File: config.mk
export PLATFORM = sky130hd
export DESIGN_NAME = piecewise_linear_weight_interp_unit_flat
export DESIGN_NICKNAME = d
export VERILOG_FILES = /design/src/rtl/core/plwi_pkg.sv /design/src/rtl/core/plwi_if.sv /design/src/rtl/core/plwi_ram.sv /design/src/rtl/core/plwi_alu.sv /design/src/rtl/core/plwi_ctrl.sv /design/src/rtl/core/piecewise_linear_weight_interp_unit.sv /design/src/flat_wrapper.sv
export SDC_FILE = /design/constraint.sdc
export NUM_CORES = 2
export LEC_CHECK = 0
export BUFFER_PORTS_ARGS = -buffer_cell sky130_fd_sc_hd__buf_2
export CAP_MARGIN = 10
export CORE_MARGIN = 10
export CORE_UTILIZATION = 50
export CTS_CLUSTER_SIZE = 12
export DETAILED_ROUTE_END_ITERATION = 12
export GPL_TIMING_DRIVEN = 0
export PLACE_DENSITY = 0.72
export SLEW_MARGIN = 30
export SYNTH_ARGS = -nofsm -noshare
export SYNTH_HDL_FRONTEND = slang
export SYNTH_SLANG_ARGS = --single-unit
File: constraint.sdc
create_clock -name clock -period 9 [get_ports clock]
set_input_delay 0 -clock clock [delete_from_list [all_inputs] [get_ports clock]]
set_output_delay 0 -clock clock [all_outputs]
set_load 0.02 [all_outputs]
File: src/rtl/core/plwi_pkg.sv
// Types, widths and codes shared by the piecewise-linear weight interpolation unit.
// No dependencies; every other file of the block but plwi_ram imports this package.
`timescale 1ns / 1ps
`default_nettype none

package plwi_pkg;

   // item field widths
   localparam int IDX_W  = 4;
   localparam int X_W    = 24;
   localparam int V_W    = 18;
   localparam int SH_W   = 5;
   localparam int WGT_W  = 23;
   localparam int CFG_W  = 5;

   // datapath widths
   localparam int ALU_W     = X_W + 1;
   localparam int FRAC_W    = 17;
   localparam int FRAC_SHR  = 16;
   localparam int DIFF_W    = V_W + 1;
   localparam int OPB_W     = V_W;
   localparam int PROD_W    = DIFF_W + OPB_W;
   localparam int SUM_W     = PROD_W + 1;
   localparam int DIV_STEPS = FRAC_W;
   localparam int STEP_W    = 5;

   localparam logic signed [SUM_W-1:0] WEIGHT_MAX = 38'sd4194303;
   localparam logic signed [SUM_W-1:0] WEIGHT_MIN = -38'sd4194304;

   // configuration port
   localparam int CSR_AW = 3;
   localparam int CSR_DW = 32;
   localparam logic REG_POINTS_IN_USE = 1'b0;
   localparam logic [CFG_W-1:0] POINTS_RESET = 5'd1;

   // item codes
   localparam logic ACT_LOAD = 1'b0;
   localparam logic ACT_EVAL = 1'b1;
   localparam logic KIND_EVAL = 1'b0;
   localparam logic KIND_ACK  = 1'b1;

   typedef enum logic [3:0] {
      ST_IDLE,
      ST_SCAN_RD,
      ST_SCAN_CMP,
      ST_CLAMP_RD,
      ST_CLAMP_LATCH,
      ST_LO_RD,
      ST_LO_LATCH,
      ST_HI_LATCH,
      ST_DIV,
      ST_V_SUB,
      ST_V_MUL,
      ST_E_MUL,
      ST_E_ADD,
      ST_W_MUL,
      ST_W_ADD,
      ST_FINISH
   } state_type;

   typedef struct packed {
      logic [X_W-1:0] x;
      logic [V_W-1:0] value;
      logic [V_W-1:0] err_up;
      logic [V_W-1:0] err_down;
   } bp_entry_type;

   typedef struct packed {
      logic                    action;
      logic [X_W-1:0]          pt;
      logic signed [SH_W-1:0]  shift;
      logic [CFG_W-1:0]        points_in_use;
   } cmd_type;

   typedef struct packed {
      logic signed [WGT_W-1:0] weight;
      logic                    clamped;
      logic                    kind;
   } res_type;

   typedef struct packed {
      logic [ALU_W-1:0] a;
      logic [ALU_W-1:0] b;
   } alu_req_type;

   typedef struct packed {
      logic [ALU_W-1:0] diff;
      logic             ge;
   } alu_rsp_type;

endpackage

`default_nettype wire

File: src/rtl/core/plwi_if.sv
// Valid/ready channel interfaces for the input and result items.
// Depends on plwi_pkg for field widths.
`timescale 1ns / 1ps
`default_nettype none

interface plwi_req_if;
   import plwi_pkg::*;

   logic                   valid;
   logic                   ready;
   logic                   action;
   logic [IDX_W-1:0]       point_index;
   logic [X_W-1:0]         point_x;
   logic [V_W-1:0]         point_value;
   logic [V_W-1:0]         point_err_up;
   logic [V_W-1:0]         point_err_down;
   logic [X_W-1:0]         pt;
   logic signed [SH_W-1:0] shift;

   modport source (
      output valid, action, point_index, point_x, point_value, point_err_up,
             point_err_down, pt, shift,
      input  ready
   );
   modport sink (
      input  valid, action, point_index, point_x, point_value, point_err_up,
             point_err_down, pt, shift,
      output ready
   );
   modport monitor (
      input valid, ready, action, point_index, point_x, point_value, point_err_up,
            point_err_down, pt, shift
   );
endinterface

interface plwi_rsp_if;
   import plwi_pkg::*;

   logic                    valid;
   logic                    ready;
   logic signed [WGT_W-1:0] weight;
   logic                    clamped;
   logic                    kind;

   modport source (output valid, weight, clamped, kind, input ready);
   modport sink (input valid, weight, clamped, kind, output ready);
   modport monitor (input valid, ready, weight, clamped, kind);
endinterface

`default_nettype wire

File: src/rtl/core/plwi_ram.sv
// Generic single-port-write, single-port-read RAM with registered read data.
// No dependencies.
`timescale 1ns / 1ps
`default_nettype none

module plwi_ram #(
   parameter int WIDTH = 8,
   parameter int DEPTH = 16
) (
   input  wire logic                     clock,
   input  wire logic                     we,
   input  wire logic [$clog2(DEPTH)-1:0] waddr,
   input  wire logic [WIDTH-1:0]         wdata,
   input  wire logic [$clog2(DEPTH)-1:0] raddr,
   output logic      [WIDTH-1:0]         rdata
);
   logic [WIDTH-1:0] mem_ff [DEPTH];
   logic [WIDTH-1:0] rdata_ff;

   always_ff @(posedge clock) begin
      if (we) begin
         mem_ff[waddr] <= wdata;
      end
      rdata_ff <= mem_ff[raddr];
   end

   assign rdata = rdata_ff;
endmodule

`default_nettype wire

File: src/rtl/core/plwi_alu.sv
// Shared subtract/compare unit: scan compares, differences and division steps.
// Depends on plwi_pkg.
`timescale 1ns / 1ps
`default_nettype none

module plwi_alu (
   input  plwi_pkg::alu_req_type req,
   output plwi_pkg::alu_rsp_type rsp
);
   import plwi_pkg::*;

   always_comb begin
      rsp.diff = req.a - req.b;
      rsp.ge   = (req.a >= req.b);
   end
endmodule

`default_nettype wire

File: src/rtl/core/plwi_ctrl.sv
// Sequencer of the interpolation unit: table scan, fraction division, blends, weight.
// Depends on plwi_pkg; drives the shared plwi_alu and the breakpoint RAM read port.
`timescale 1ns / 1ps
`default_nettype none

module plwi_ctrl #(
   parameter int MAX_POINTS = 16
) (
   input  wire logic                          clock,
   input  wire logic                          reset,
   input  wire logic                          start,
   input  plwi_pkg::cmd_type                  cmd,
   output logic                               ready,
   output logic [$clog2(MAX_POINTS)-1:0]      raddr,
   input  plwi_pkg::bp_entry_type             rdata,
   output plwi_pkg::alu_req_type              alu_req,
   input  plwi_pkg::alu_rsp_type              alu_rsp,
   input  wire logic                          res_free,
   output logic                               res_load,
   output plwi_pkg::res_type                  res
);
   import plwi_pkg::*;

   localparam int IW = $clog2(MAX_POINTS);
   localparam int CW = $clog2(MAX_POINTS + 1);

   state_type                state_ff, state_in;
   logic [IW-1:0]            i_ff, i_in;
   logic [CW-1:0]            n_ff, n_in;
   logic [X_W-1:0]           pt_ff, pt_in;
   logic signed [SH_W-1:0]   shift_ff, shift_in;
   logic                     kind_ff, kind_in;
   logic                     clamped_ff, clamped_in;
   logic [ALU_W-1:0]         rem_ff, rem_in;
   logic [ALU_W-1:0]         den_ff, den_in;
   logic [FRAC_W-1:0]        q_ff, q_in;
   logic [STEP_W-1:0]        step_ff, step_in;
   logic [V_W-1:0]           vlo_ff, vlo_in, elo_ff, elo_in;
   logic [V_W-1:0]           vhi_ff, vhi_in, ehi_ff, ehi_in;
   logic signed [DIFF_W-1:0] opa_ff, opa_in;
   logic signed [OPB_W-1:0]  opb_ff, opb_in;
   logic signed [PROD_W-1:0] prod_ff, prod_in;
   logic [V_W-1:0]           val_ff, val_in;
   logic signed [WGT_W-1:0]  weight_ff, weight_in;

   logic                     use_up;
   logic [V_W-1:0]           err_sel;
   logic                     last_slot;
   logic signed [DIFF_W-1:0] prod_shr;
   logic signed [DIFF_W-1:0] blend_sum;
   logic signed [SUM_W-1:0]  wsum;
   logic [ALU_W-1:0]         cand;

   always_ff @(posedge clock) begin
      if (reset) begin
         state_ff <= ST_IDLE;
      end else begin
         state_ff <= state_in;
      end
      i_ff       <= i_in;
      n_ff       <= n_in;
      pt_ff      <= pt_in;
      shift_ff   <= shift_in;
      kind_ff    <= kind_in;
      clamped_ff <= clamped_in;
      rem_ff     <= rem_in;
      den_ff     <= den_in;
      q_ff       <= q_in;
      step_ff    <= step_in;
      vlo_ff     <= vlo_in;
      elo_ff     <= elo_in;
      vhi_ff     <= vhi_in;
      ehi_ff     <= ehi_in;
      opa_ff     <= opa_in;
      opb_ff     <= opb_in;
      prod_ff    <= prod_in;
      val_ff     <= val_in;
      weight_ff  <= weight_in;
   end

   always_comb begin
      use_up    = !shift_ff[SH_W-1] && (shift_ff != '0);
      err_sel   = use_up ? rdata.err_up : rdata.err_down;
      last_slot = ((CW'(i_ff) + CW'(1)) == n_ff);
      prod_shr  = DIFF_W'(prod_ff >>> FRAC_SHR);
      blend_sum = '0;
      wsum      = SUM_W'($signed({1'b0, val_ff})) + SUM_W'(prod_ff);
      cand      = (step_ff == '0) ? rem_ff : {rem_ff[ALU_W-2:0], 1'b0};

      state_in   = state_ff;
      i_in       = i_ff;
      n_in       = n_ff;
      pt_in      = pt_ff;
      shift_in   = shift_ff;
      kind_in    = kind_ff;
      clamped_in = clamped_ff;
      rem_in     = rem_ff;
      den_in     = den_ff;
      q_in       = q_ff;
      step_in    = step_ff;
      vlo_in     = vlo_ff;
      elo_in     = elo_ff;
      vhi_in     = vhi_ff;
      ehi_in     = ehi_ff;
      opa_in     = opa_ff;
      opb_in     = opb_ff;
      prod_in    = prod_ff;
      val_in     = val_ff;
      weight_in  = weight_ff;

      ready     = (state_ff == ST_IDLE);
      raddr     = i_ff;
      alu_req.a = {1'b0, rdata.x};
      alu_req.b = {1'b0, pt_ff};
      res_load  = 1'b0;

      case (state_ff)
         ST_IDLE: begin
            if (start) begin
               pt_in    = cmd.pt;
               shift_in = cmd.shift;
               if (cmd.points_in_use == '0) begin
                  n_in = CW'(1);
               end else if (32'(cmd.points_in_use) > MAX_POINTS) begin
                  n_in = CW'(MAX_POINTS);
               end else begin
                  n_in = CW'(cmd.points_in_use);
               end
               i_in = '0;
               if (cmd.action == ACT_LOAD) begin
                  kind_in    = KIND_ACK;
                  clamped_in = 1'b0;
                  weight_in  = '0;
                  state_in   = ST_FINISH;
               end else begin
                  kind_in  = KIND_EVAL;
                  state_in = ST_SCAN_RD;
               end
            end
         end
         ST_SCAN_RD: begin
            state_in = ST_SCAN_CMP;
         end
         ST_SCAN_CMP: begin
            // x >= pt stops the scan; otherwise advance or run off the end
            if (!alu_rsp.ge) begin
               if (last_slot) begin
                  clamped_in = 1'b1;
                  state_in   = ST_CLAMP_RD;
               end else begin
                  i_in     = i_ff + IW'(1);
                  state_in = ST_SCAN_RD;
               end
            end else if (i_ff == '0) begin
               clamped_in = 1'b1;
               state_in   = ST_CLAMP_RD;
            end else begin
               clamped_in = 1'b0;
               state_in   = ST_LO_RD;
            end
         end
         ST_CLAMP_RD: begin
            state_in = ST_CLAMP_LATCH;
         end
         ST_CLAMP_LATCH: begin
            val_in   = rdata.value;
            opa_in   = $signed({1'b0, err_sel});
            opb_in   = OPB_W'(shift_ff);
            state_in = ST_W_MUL;
         end
         ST_LO_RD: begin
            raddr    = i_ff - IW'(1);
            state_in = ST_LO_LATCH;
         end
         ST_LO_LATCH: begin
            alu_req.a = {1'b0, pt_ff};
            alu_req.b = {1'b0, rdata.x};
            rem_in    = alu_rsp.diff;
            // hold x of the low point here until the divisor is formed
            den_in    = {1'b0, rdata.x};
            vlo_in    = rdata.value;
            elo_in    = err_sel;
            state_in  = ST_HI_LATCH;
         end
         ST_HI_LATCH: begin
            alu_req.a = {1'b0, rdata.x};
            alu_req.b = den_ff;
            den_in    = alu_rsp.diff;
            vhi_in    = rdata.value;
            ehi_in    = err_sel;
            q_in      = '0;
            step_in   = '0;
            state_in  = ST_DIV;
         end
         ST_DIV: begin
            alu_req.a = cand;
            alu_req.b = den_ff;
            q_in      = {q_ff[FRAC_W-2:0], alu_rsp.ge};
            rem_in    = alu_rsp.ge ? alu_rsp.diff : cand;
            step_in   = step_ff + STEP_W'(1);
            if (step_ff == STEP_W'(DIV_STEPS - 1)) begin
               state_in = ST_V_SUB;
            end
         end
         ST_V_SUB: begin
            alu_req.a = {{(ALU_W-V_W){1'b0}}, vhi_ff};
            alu_req.b = {{(ALU_W-V_W){1'b0}}, vlo_ff};
            opa_in    = $signed(alu_rsp.diff[DIFF_W-1:0]);
            opb_in    = $signed({1'b0, q_ff});
            state_in  = ST_V_MUL;
         end
         ST_V_MUL: begin
            prod_in   = opa_ff * opb_ff;
            alu_req.a = {{(ALU_W-V_W){1'b0}}, ehi_ff};
            alu_req.b = {{(ALU_W-V_W){1'b0}}, elo_ff};
            opa_in    = $signed(alu_rsp.diff[DIFF_W-1:0]);
            state_in  = ST_E_MUL;
         end
         ST_E_MUL: begin
            prod_in   = opa_ff * opb_ff;
            blend_sum = $signed({1'b0, vlo_ff}) + prod_shr;
            val_in    = blend_sum[V_W-1:0];
            state_in  = ST_E_ADD;
         end
         ST_E_ADD: begin
            blend_sum = $signed({1'b0, elo_ff}) + prod_shr;
            opa_in    = blend_sum;
            opb_in    = OPB_W'(shift_ff);
            state_in  = ST_W_MUL;
         end
         ST_W_MUL: begin
            prod_in  = opa_ff * opb_ff;
            state_in = ST_W_ADD;
         end
         ST_W_ADD: begin
            if (wsum > WEIGHT_MAX) begin
               weight_in = WGT_W'(WEIGHT_MAX);
            end else if (wsum < WEIGHT_MIN) begin
               weight_in = WGT_W'(WEIGHT_MIN);
            end else begin
               weight_in = WGT_W'(wsum);
            end
            state_in = ST_FINISH;
         end
         ST_FINISH: begin
            if (res_free) begin
               res_load = 1'b1;
               state_in = ST_IDLE;
            end
         end
         default: begin
            state_in = ST_IDLE;
         end
      endcase
   end

   always_comb begin
      res.weight  = weight_ff;
      res.clamped = clamped_ff;
      res.kind    = kind_ff;
   end
endmodule

`default_nettype wire

File: src/rtl/core/piecewise_linear_weight_interp_unit.sv
// Top level of the piecewise-linear weight interpolation unit: channels, CSR, RAM.
// Depends on plwi_pkg, plwi_if, plwi_ram, plwi_alu and plwi_ctrl.
`timescale 1ns / 1ps
`default_nettype none

// A load item writes one breakpoint into the table; its acknowledge passes through
// the finish state into the output register, after which the next item can be
// taken. An evaluate item scans the table from slot 0, with a read state and a
// compare state per slot, through the single read port of the breakpoint RAM; when
// it clamps it goes on to scale the error and form the weight, and when it
// interpolates it first divides for the fraction and forms the two blends. The
// scan and the 17-step restoring division of the fraction share one
// subtract/compare unit, and the two blends and the error scaling share one
// multiplier. The input is not ready while an item is at work; a finished result
// waits in the output register and does not hold up the next item, whose own
// result then waits until that register is free. The table holds no reset value:
// evaluate only over written slots.

module piecewise_linear_weight_interp_unit #(
   parameter int MAX_POINTS = 16
) (
   input  wire logic                           clock,
   input  wire logic                           reset,
   plwi_req_if.sink                            req_bus,
   plwi_rsp_if.source                          rsp_bus,
   input  wire logic                           csr_psel,
   input  wire logic                           csr_penable,
   input  wire logic                           csr_pwrite,
   input  wire logic [plwi_pkg::CSR_AW-1:0]    csr_paddr,
   input  wire logic [plwi_pkg::CSR_DW-1:0]    csr_pwdata,
   output logic      [plwi_pkg::CSR_DW-1:0]    csr_prdata,
   output logic                                csr_pready
);
   import plwi_pkg::*;

   localparam int IW = $clog2(MAX_POINTS);

   logic [CFG_W-1:0] points_ff, points_in;
   logic             rsp_valid_ff, rsp_valid_in;
   res_type          rsp_res_ff, rsp_res_in;

   logic             accept;
   logic             ram_we;
   bp_entry_type     ram_wdata, ram_rdata;
   logic [IW-1:0]    ram_raddr;
   cmd_type          cmd;
   alu_req_type      alu_req;
   alu_rsp_type      alu_rsp;
   logic             ctrl_ready, res_free, res_load;
   res_type          res;
   logic             csr_hit;

   // configuration register
   assign csr_hit    = (csr_paddr[CSR_AW-1:2] == REG_POINTS_IN_USE);
   assign csr_pready = 1'b1;

   always_comb begin
      points_in = points_ff;
      if (csr_psel && csr_penable && csr_pwrite && csr_pready && csr_hit) begin
         points_in = csr_pwdata[CFG_W-1:0];
      end
      csr_prdata = csr_hit ? {{(CSR_DW-CFG_W){1'b0}}, points_ff} : '0;
   end

   // input side
   assign accept = req_bus.valid && req_bus.ready;
   assign req_bus.ready = ctrl_ready;
   assign ram_we = accept && (req_bus.action == ACT_LOAD)
                   && (32'(req_bus.point_index) < MAX_POINTS);

   always_comb begin
      ram_wdata.x        = req_bus.point_x;
      ram_wdata.value    = req_bus.point_value;
      ram_wdata.err_up   = req_bus.point_err_up;
      ram_wdata.err_down = req_bus.point_err_down;
      cmd.action         = req_bus.action;
      cmd.pt             = req_bus.pt;
      cmd.shift          = req_bus.shift;
      cmd.points_in_use  = points_ff;
   end

   plwi_ram #(
      .WIDTH ($bits(bp_entry_type)),
      .DEPTH (MAX_POINTS)
   ) u_bp_ram (
      .clock (clock),
      .we    (ram_we),
      .waddr (IW'(req_bus.point_index)),
      .wdata (ram_wdata),
      .raddr (ram_raddr),
      .rdata (ram_rdata)
   );

   plwi_alu u_alu (
      .req (alu_req),
      .rsp (alu_rsp)
   );

   plwi_ctrl #(
      .MAX_POINTS (MAX_POINTS)
   ) u_ctrl (
      .clock    (clock),
      .reset    (reset),
      .start    (accept),
      .cmd      (cmd),
      .ready    (ctrl_ready),
      .raddr    (ram_raddr),
      .rdata    (ram_rdata),
      .alu_req  (alu_req),
      .alu_rsp  (alu_rsp),
      .res_free (res_free),
      .res_load (res_load),
      .res      (res)
   );

   // output register
   assign res_free = !rsp_valid_ff || rsp_bus.ready;

   always_comb begin
      rsp_valid_in = rsp_valid_ff;
      rsp_res_in   = rsp_res_ff;
      if (res_load) begin
         rsp_valid_in = 1'b1;
         rsp_res_in   = res;
      end else if (rsp_bus.ready) begin
         rsp_valid_in = 1'b0;
      end
   end

   always_ff @(posedge clock) begin
      if (reset) begin
         points_ff    <= POINTS_RESET;
         rsp_valid_ff <= 1'b0;
      end else begin
         points_ff    <= points_in;
         rsp_valid_ff <= rsp_valid_in;
      end
      rsp_res_ff <= rsp_res_in;
   end

   assign rsp_bus.valid   = rsp_valid_ff;
   assign rsp_bus.weight  = rsp_res_ff.weight;
   assign rsp_bus.clamped = rsp_res_ff.clamped;
   assign rsp_bus.kind    = rsp_res_ff.kind;
endmodule

`default_nettype wire

File: src/flat_wrapper.sv
// flat-port wrapper written by rule: the top's interface ports become plain ports
module piecewise_linear_weight_interp_unit_flat import plwi_pkg::*;
#(
   parameter int MAX_POINTS = 16
)
  (clock, reset, csr_psel, csr_penable, csr_pwrite, csr_paddr, csr_pwdata, csr_prdata, csr_pready, req_bus_valid, req_bus_action, req_bus_point_index, req_bus_point_x, req_bus_point_value, req_bus_point_err_up, req_bus_point_err_down, req_bus_pt, req_bus_shift, req_bus_ready, rsp_bus_valid, rsp_bus_weight, rsp_bus_clamped, rsp_bus_kind, rsp_bus_ready);
  plwi_req_if req_bus_i ();
  plwi_rsp_if rsp_bus_i ();
  input  wire logic clock;
  input  wire logic reset;
  input  wire logic csr_psel;
  input  wire logic csr_penable;
  input  wire logic csr_pwrite;
  input  wire logic [plwi_pkg::CSR_AW-1:0] csr_paddr;
  input  wire logic [plwi_pkg::CSR_DW-1:0] csr_pwdata;
  output logic      [plwi_pkg::CSR_DW-1:0] csr_prdata;
  output logic csr_pready;
  input wire logic [$bits(req_bus_i.valid)-1:0] req_bus_valid;
  input wire logic [$bits(req_bus_i.action)-1:0] req_bus_action;
  input wire logic [$bits(req_bus_i.point_index)-1:0] req_bus_point_index;
  input wire logic [$bits(req_bus_i.point_x)-1:0] req_bus_point_x;
  input wire logic [$bits(req_bus_i.point_value)-1:0] req_bus_point_value;
  input wire logic [$bits(req_bus_i.point_err_up)-1:0] req_bus_point_err_up;
  input wire logic [$bits(req_bus_i.point_err_down)-1:0] req_bus_point_err_down;
  input wire logic [$bits(req_bus_i.pt)-1:0] req_bus_pt;
  input wire logic [$bits(req_bus_i.shift)-1:0] req_bus_shift;
  output wire logic [$bits(req_bus_i.ready)-1:0] req_bus_ready;
  output wire logic [$bits(rsp_bus_i.valid)-1:0] rsp_bus_valid;
  output wire logic [$bits(rsp_bus_i.weight)-1:0] rsp_bus_weight;
  output wire logic [$bits(rsp_bus_i.clamped)-1:0] rsp_bus_clamped;
  output wire logic [$bits(rsp_bus_i.kind)-1:0] rsp_bus_kind;
  input wire logic [$bits(rsp_bus_i.ready)-1:0] rsp_bus_ready;
  assign req_bus_i.valid = req_bus_valid;
  assign req_bus_i.action = req_bus_action;
  assign req_bus_i.point_index = req_bus_point_index;
  assign req_bus_i.point_x = req_bus_point_x;
  assign req_bus_i.point_value = req_bus_point_value;
  assign req_bus_i.point_err_up = req_bus_point_err_up;
  assign req_bus_i.point_err_down = req_bus_point_err_down;
  assign req_bus_i.pt = req_bus_pt;
  assign req_bus_i.shift = req_bus_shift;
  assign req_bus_ready = req_bus_i.ready;
  assign rsp_bus_valid = rsp_bus_i.valid;
  assign rsp_bus_weight = rsp_bus_i.weight;
  assign rsp_bus_clamped = rsp_bus_i.clamped;
  assign rsp_bus_kind = rsp_bus_i.kind;
  assign rsp_bus_i.ready = rsp_bus_ready;
  piecewise_linear_weight_interp_unit #(.MAX_POINTS(MAX_POINTS)) u_core (.clock(clock), .reset(reset), .req_bus(req_bus_i), .rsp_bus(rsp_bus_i), .csr_psel(csr_psel), .csr_penable(csr_penable), .csr_pwrite(csr_pwrite), .csr_paddr(csr_paddr), .csr_pwdata(csr_pwdata), .csr_prdata(csr_prdata), .csr_pready(csr_pready));
endmodule
# Word level (Yosys, flattened, before mapping)
# Memory sizes are Yosys's and may differ from the RTL's. A register that Yosys moved wholly into a read port is not among the register bits.
# Cells that the tools add are included.
# totals
reg_bits,334
latchBits,0
ram_bits,1248
rom_bits,0
in_bits,154
out_inout_bits,60
wordCells,142
mem_count,1
# mem_list
memory,words,width,read_ports,rd_ports_with_merged_regs,wr,line,source
u_core.u_bp_ram.mem_ff,16,78,1,1,1,plwi_ram.sv:17,logic [WIDTH-1:0] mem_ff [DEPTH];
# classes
add_sub_neg,8
mul,1
n_div,0
magnitude_cmp,4
eq_ne,24
shift,0
muxes,44
bitwise,2
reduce_logical,32
# ops
operator,n
$pmux W50 S5,1
$pmux W25 S2,2
$mux W23,4
$pmux W18 S2,2
$pmux W4 S15,1
$pmux W19 S3,1
$mux W25,2
$pmux W23 S2,1
$add A19 B37 Y38,1
$gt A38 B23 Y1 const B,1
$lt A38 B23 Y1 const B,1
$mul A19 B18 Y37,1
$mux W4,9
$pmux W17 S2,1
$eq A4 B4 Y1 const B,8
$ge A25 B25 Y1,1
$sub A25 B25 Y25,1
$add A19 B19 Y19,1
$add A18 B18 Y18,1
$mux W18,1
$eq A4 B3 Y1 const B,4
$reduce_bool A2 Y1,8
$mux W1,12
$logic_not A5 Y1,2
other kinds (30),48

# Depth between registers and ports, before layout
# depth
word_depth,6
mapped_depth,26
mapped_depth_nobuf,25

# Hierarchy
# Synthesis repeated with hierarchy kept, for this count alone.
# unflattened
cells_unflattened,5037
area_unflattened_um2,79533.8
# modules_own_cells
mod,instances,cells_per_inst,area_each_um2,seq_area_each_um2
plwi_ram,1,2004,48268.8,39037.4
plwi_ctrl,1,2701,28378.5,9058.7
plwi_alu,1,243,1594.0,0.0
piecewise_linear_weight_interp_unit,1,89,1292.5,870.8

# Least setup slack after synthesis
# Ideal clock, no wire load.
# synth_path
path_type,register to register
from,register u_core.u_ctrl.state_ff[2]
to,"memory u_core.u_bp_ram.mem_ff[0][0] in the netlist's numbering, enable pin"
setup_ns,0.611
t_arrival_ns,7.037
required_time_ns,8.389
path_slack_ns,1.352
path_stages_with_launch,9
n_path_buf,2
period_less_slack_ns,7.648
path_cell_list,dfxtp_1 clkbuf_1 nor2_1 clkbuf_1 nand2_1 inv_1 nand2_1 or4_1 nor3_1
# synth_via
elab_chain_cells,5
# synth_rtl
item,line,source
start: declaration,plwi_ctrl.sv:27,"state_type state_ff, state_in;"
start signal: assignment,plwi_ctrl.sv:58,state_ff <= state_in;
$logic_not A4 Y1,plwi_ctrl.sv:111,ready = (state_ff == ST_IDLE);
net req_bus_ready,flat_wrapper.sv:27,output wire logic [$bits(req_bus_i.ready)-1:0] req_bus_ready;
$logic_and A1 B1 Y1,piecewise_linear_weight_interp_unit.sv:66,assign accept = req_bus.valid && req_bus.ready;
$logic_and A1 B1 Y1,piecewise_linear_weight_interp_unit.sv:68,assign ram_we = accept && (req_bus.action == ACT_LOAD)
$mux W1,plwi_ram.sv:21,if (we) begin
$mux W1 (not written as such),plwi_ram.sv:22,mem_ff[waddr] <= wdata;
end: declaration,plwi_ram.sv:17,
# The timed path passes the listed nets, and every way through them passes these cells.

# Worst setup path after layout
# layout_path
from,register u_core.u_ctrl.opb_ff[9]
to,"register u_core.u_ctrl.prod_ff[35], data pin"
# layout_via
elab_chain_cells,1
# layout_rtl
item,line,source
start: declaration,plwi_ctrl.sv:41,"logic signed [OPB_W-1:0] opb_ff, opb_in;"
start signal: assignment,plwi_ctrl.sv:75,opb_ff <= opb_in;
$mul A19 B18 Y37,"plwi_ctrl.sv:213, plwi_ctrl.sv:220, plwi_ctrl.sv:232",
end signal: assignment,plwi_ctrl.sv:76,prod_ff <= prod_in;
end: declaration,plwi_ctrl.sv:42,"logic signed [PROD_W-1:0] prod_ff, prod_in;"
# Every way passes these cells.
# A chain may end at the register's enable or synchronous reset.

==> out/metrics.yaml <==
clock_network:
  cts-htree-levels: 4
  cts_root_buf: "clkbuf_16"
  clk_pin_slew_ns: 0.06
  post_cts_buffers: 0
  ctsHoldBuffers: 162
  clock_latency_ns: 0.82
  cts_tree: "built"
  cts-resized-gates: 0
  numClockSinks: 1660
  cts_buffers: 165
  clk_path_buf_depth: 3
timing:
  finClkSkew_ns: 0.0663
  fmax_mhz: 124
  tightestPinTransition_ns: 1.05
  fin_crit_sh: 0.899
  setup_viol: 0
  rsz0062_at_grt: "false"
  fin_crit_ns: 8.09
  timing.hold.ws_ns: -0.00116
  finalMaxSlewViolations: 0
  hold_viol: 1
  relSlewSlack: 0.300
run:
  drv_cap: 0
critical_path:
  startpoint_type: "register"
  endpoint_kind: "register"
  slowest_stage: "clkbuf_1"
  critical_path.cell_chain: "clkbuf_1 -> clkbuf_1 -> nand2_1 -> fa_1 -> inv_1 -> fa_1 -> inv_1 -> fa_1 -> inv_1 -> fa_1 -> fa_1 -> inv_1 -> fa_1 -> inv_1 -> ha_1 -> nand3_1 -> or2_2 -> o31ai_1 -> a21oi_1 -> o21ai_0 -> a211o_1 -> a31oi_1 -> o21bai_1 -> xor2_1"
  path_max_fanout: 10
  slowest_delay_ns: 0.67
  cp.arrival_ns: 8.63
  cp_common_cell: "fa_1"
  rr_worst_depth: 24
  critPathKind: "reg -> reg"
  required_ns: 9.54
final_layout:
  layout_commonest_cell: "edfxtp_1"
  syn_to_final_growth_pct: 16.5
  final_cell_mix: "1572 x edfxtp_1, 429 x inv_1, 390 x mux4_2"
  stdcell_count: 7589
  final_cell_area_um2: 92000
  drive_above_1_share: 0.192
  finalNetCount: 6069
  n_fill_cell: 11384
  fin_util: 0.587
  multi_input_area_um2: 27600
  seqCellArea_um2: 49000
global_route:
  grt_max_degree: 37
  grt_pass1_wl_um: 322000
  grt-ovfl-total: 0
  antenna_found_initial: 22
  grt_use_total: 0.250
  grt_pass1_vias: 47784
floorplanning:
  die_h_um: 417
  dieArea_um2: 174000
  initial_utilization: 0.504
  die_x_um: 417
  core-area_um2: 157000
  ios: 214
  num_rows: 145
drt:
  vias: 46243
  drtIter0Drc: 6042
  drc: 0
  wl_um: 219000
  drt_pre_antenna_iters: 12
  antenna_left: 0
  wl_per_cell_um: 28.9
  vias_per_cell: 6.09
worst_hold_path:
  hp-class: "in -> reg"
  whs_path_depth: 2
place:
  port_buffers: 155
  placedCellCount: 7116
  place_area_um2: 85000
  hpwl_um: 153000
  gp_congestion: 0.968
synth:
  yosysSeqAreaShare: 0.620
  synth_area_leaders: "edfxtp_1 60%, mux4_2 11%, fa_1 8.9%"
  syn_inst: 4743
  synth_top_flop_cell: "edfxtp_1"
  ys_seq_elements: 1660
  synth_edf_count: 1572
  yosys_warnings: 0
  synth_top_area_cell: "edfxtp_1"
  syn_area_per_cell_um2: 16.6
  yosys.area.top_type_share: 0.598
  ys_async_sr_fraction: 0
  syn_area_um2: 78900
  synth_cell_types: 73
status:
  status: "finished with violations"
  violations: "negative hold slack"
routing by layer:
metal,vias up,GRT usage,wire (µm)
met5,-,0,29
met4,6,0.106,10500
met3,520,0.0426,18800
met2,2733,0.421,109000
met1,23895,0.322,80800
li1,19089,-,-
cells by family after synthesis:
family / count (synthesis) / share of synthesized area
muxes: 469 / 0.122
and+or+nand+nor: 813 / 0.0507
DFF: 1660 / 0.620
xor gates and xnor gates: 128 / 0.0142
adders and majority gates: 528 / 0.117
AOI/OAI and AO/OA: 491 / 0.0428
other: 2 / 0.0000951
buffers and inverters: 652 / 0.0334
synth_stat cells (55+ instances only):
master       n
mux4_2     390
fa_1       349
mux2i_1     55
inv_1      431
clkbuf_1   140
nor2_1     115
and2_1     177
a21oi_1     92
ha_1       179
dfxtp_1     88
xnor2_1     73
nand2_1    293
edfxtp_1  1572
xor2_1      55
o21ai_0    122
worst max-delay path, delay by kind of cell (launching register included):
kind	cells	cell delay [ns]
fa+ha+maj	7	3.41
simple gates	3	0.60
buf+inv	7	1.43
compound gates	6	1.94
flops	1	0.32
xor+xnor	1	0.09
cell type report:
type / count / share of cell area
clock buffers: 268 / 0.0505
flip-flops and latches: 1660 / 0.532
inverters: 431 / 0.0176
diodes: 11 / 0.000299
multi-input cells: 2457 / 0.301
clock inverters: 32 / 0.00695
repair buffers: 451 / 0.0524
plain buffers: 221 / 0.0112
well taps: 2058 / 0.0280
per-stage QoR:
stage | worst slack, ns | setup TNS (ns)
global placement | -6.10 | -2870.20
CTS | 0.924 | 0
finish | 0.911 | 0
global route | 0.600 | 0
detailed placement | 1.01 | 0
floorplan | 1.35 | 0
worst paths after layout:
check | slack [ns] | from | endpoint
max | 0.91 | u_core.u_ctrl.opb_ff[9]$_DFFE_PP_ | u_core.u_ctrl.prod_ff[35]$_DFFE_PP_
max reg2reg | 0.91 | u_core.u_ctrl.opb_ff[9]$_DFFE_PP_ | u_core.u_ctrl.prod_ff[35]$_DFFE_PP_
min | -0.001 | req_bus_pt[13] | u_core.u_ctrl.pt_ff[13]$_DFFE_PP_
min reg2reg | 0.41 | u_core.u_ctrl.weight_ff[10]$_SDFFCE_PN0P_ | u_core.rsp_bus.weight[10]$_DFFE_PP_
flip-flops by register name, summed over array words and instances (netlist names), 4 cells and up:
register and count:
u_core.u_bp_ram.mem_ff 1248, u_core.u_bp_ram.rdata 78, u_core.u_ctrl.prod_ff 37, u_core.u_ctrl.den_ff 25
u_core.u_ctrl.rem_ff 25, u_core.u_ctrl.pt_ff 24, u_core.rsp_bus.weight 23, u_core.u_ctrl.weight_ff 23
u_core.u_ctrl.opa_ff 19, u_core.u_ctrl.ehi_ff 18, u_core.u_ctrl.elo_ff 18, u_core.u_ctrl.opb_ff 18
u_core.u_ctrl.val_ff 18, u_core.u_ctrl.vhi_ff 18, u_core.u_ctrl.vlo_ff 18, u_core.u_ctrl.q_ff 17
u_core.points_ff 5, u_core.u_ctrl.n_ff 5, u_core.u_ctrl.shift_ff 5, u_core.u_ctrl.step_ff 5
u_core.u_ctrl.i_ff 4, u_core.u_ctrl.state_ff 4
Power is not shown: default switching activity piles up to over one toggle a cycle in this logic, so the estimate is an artifact.
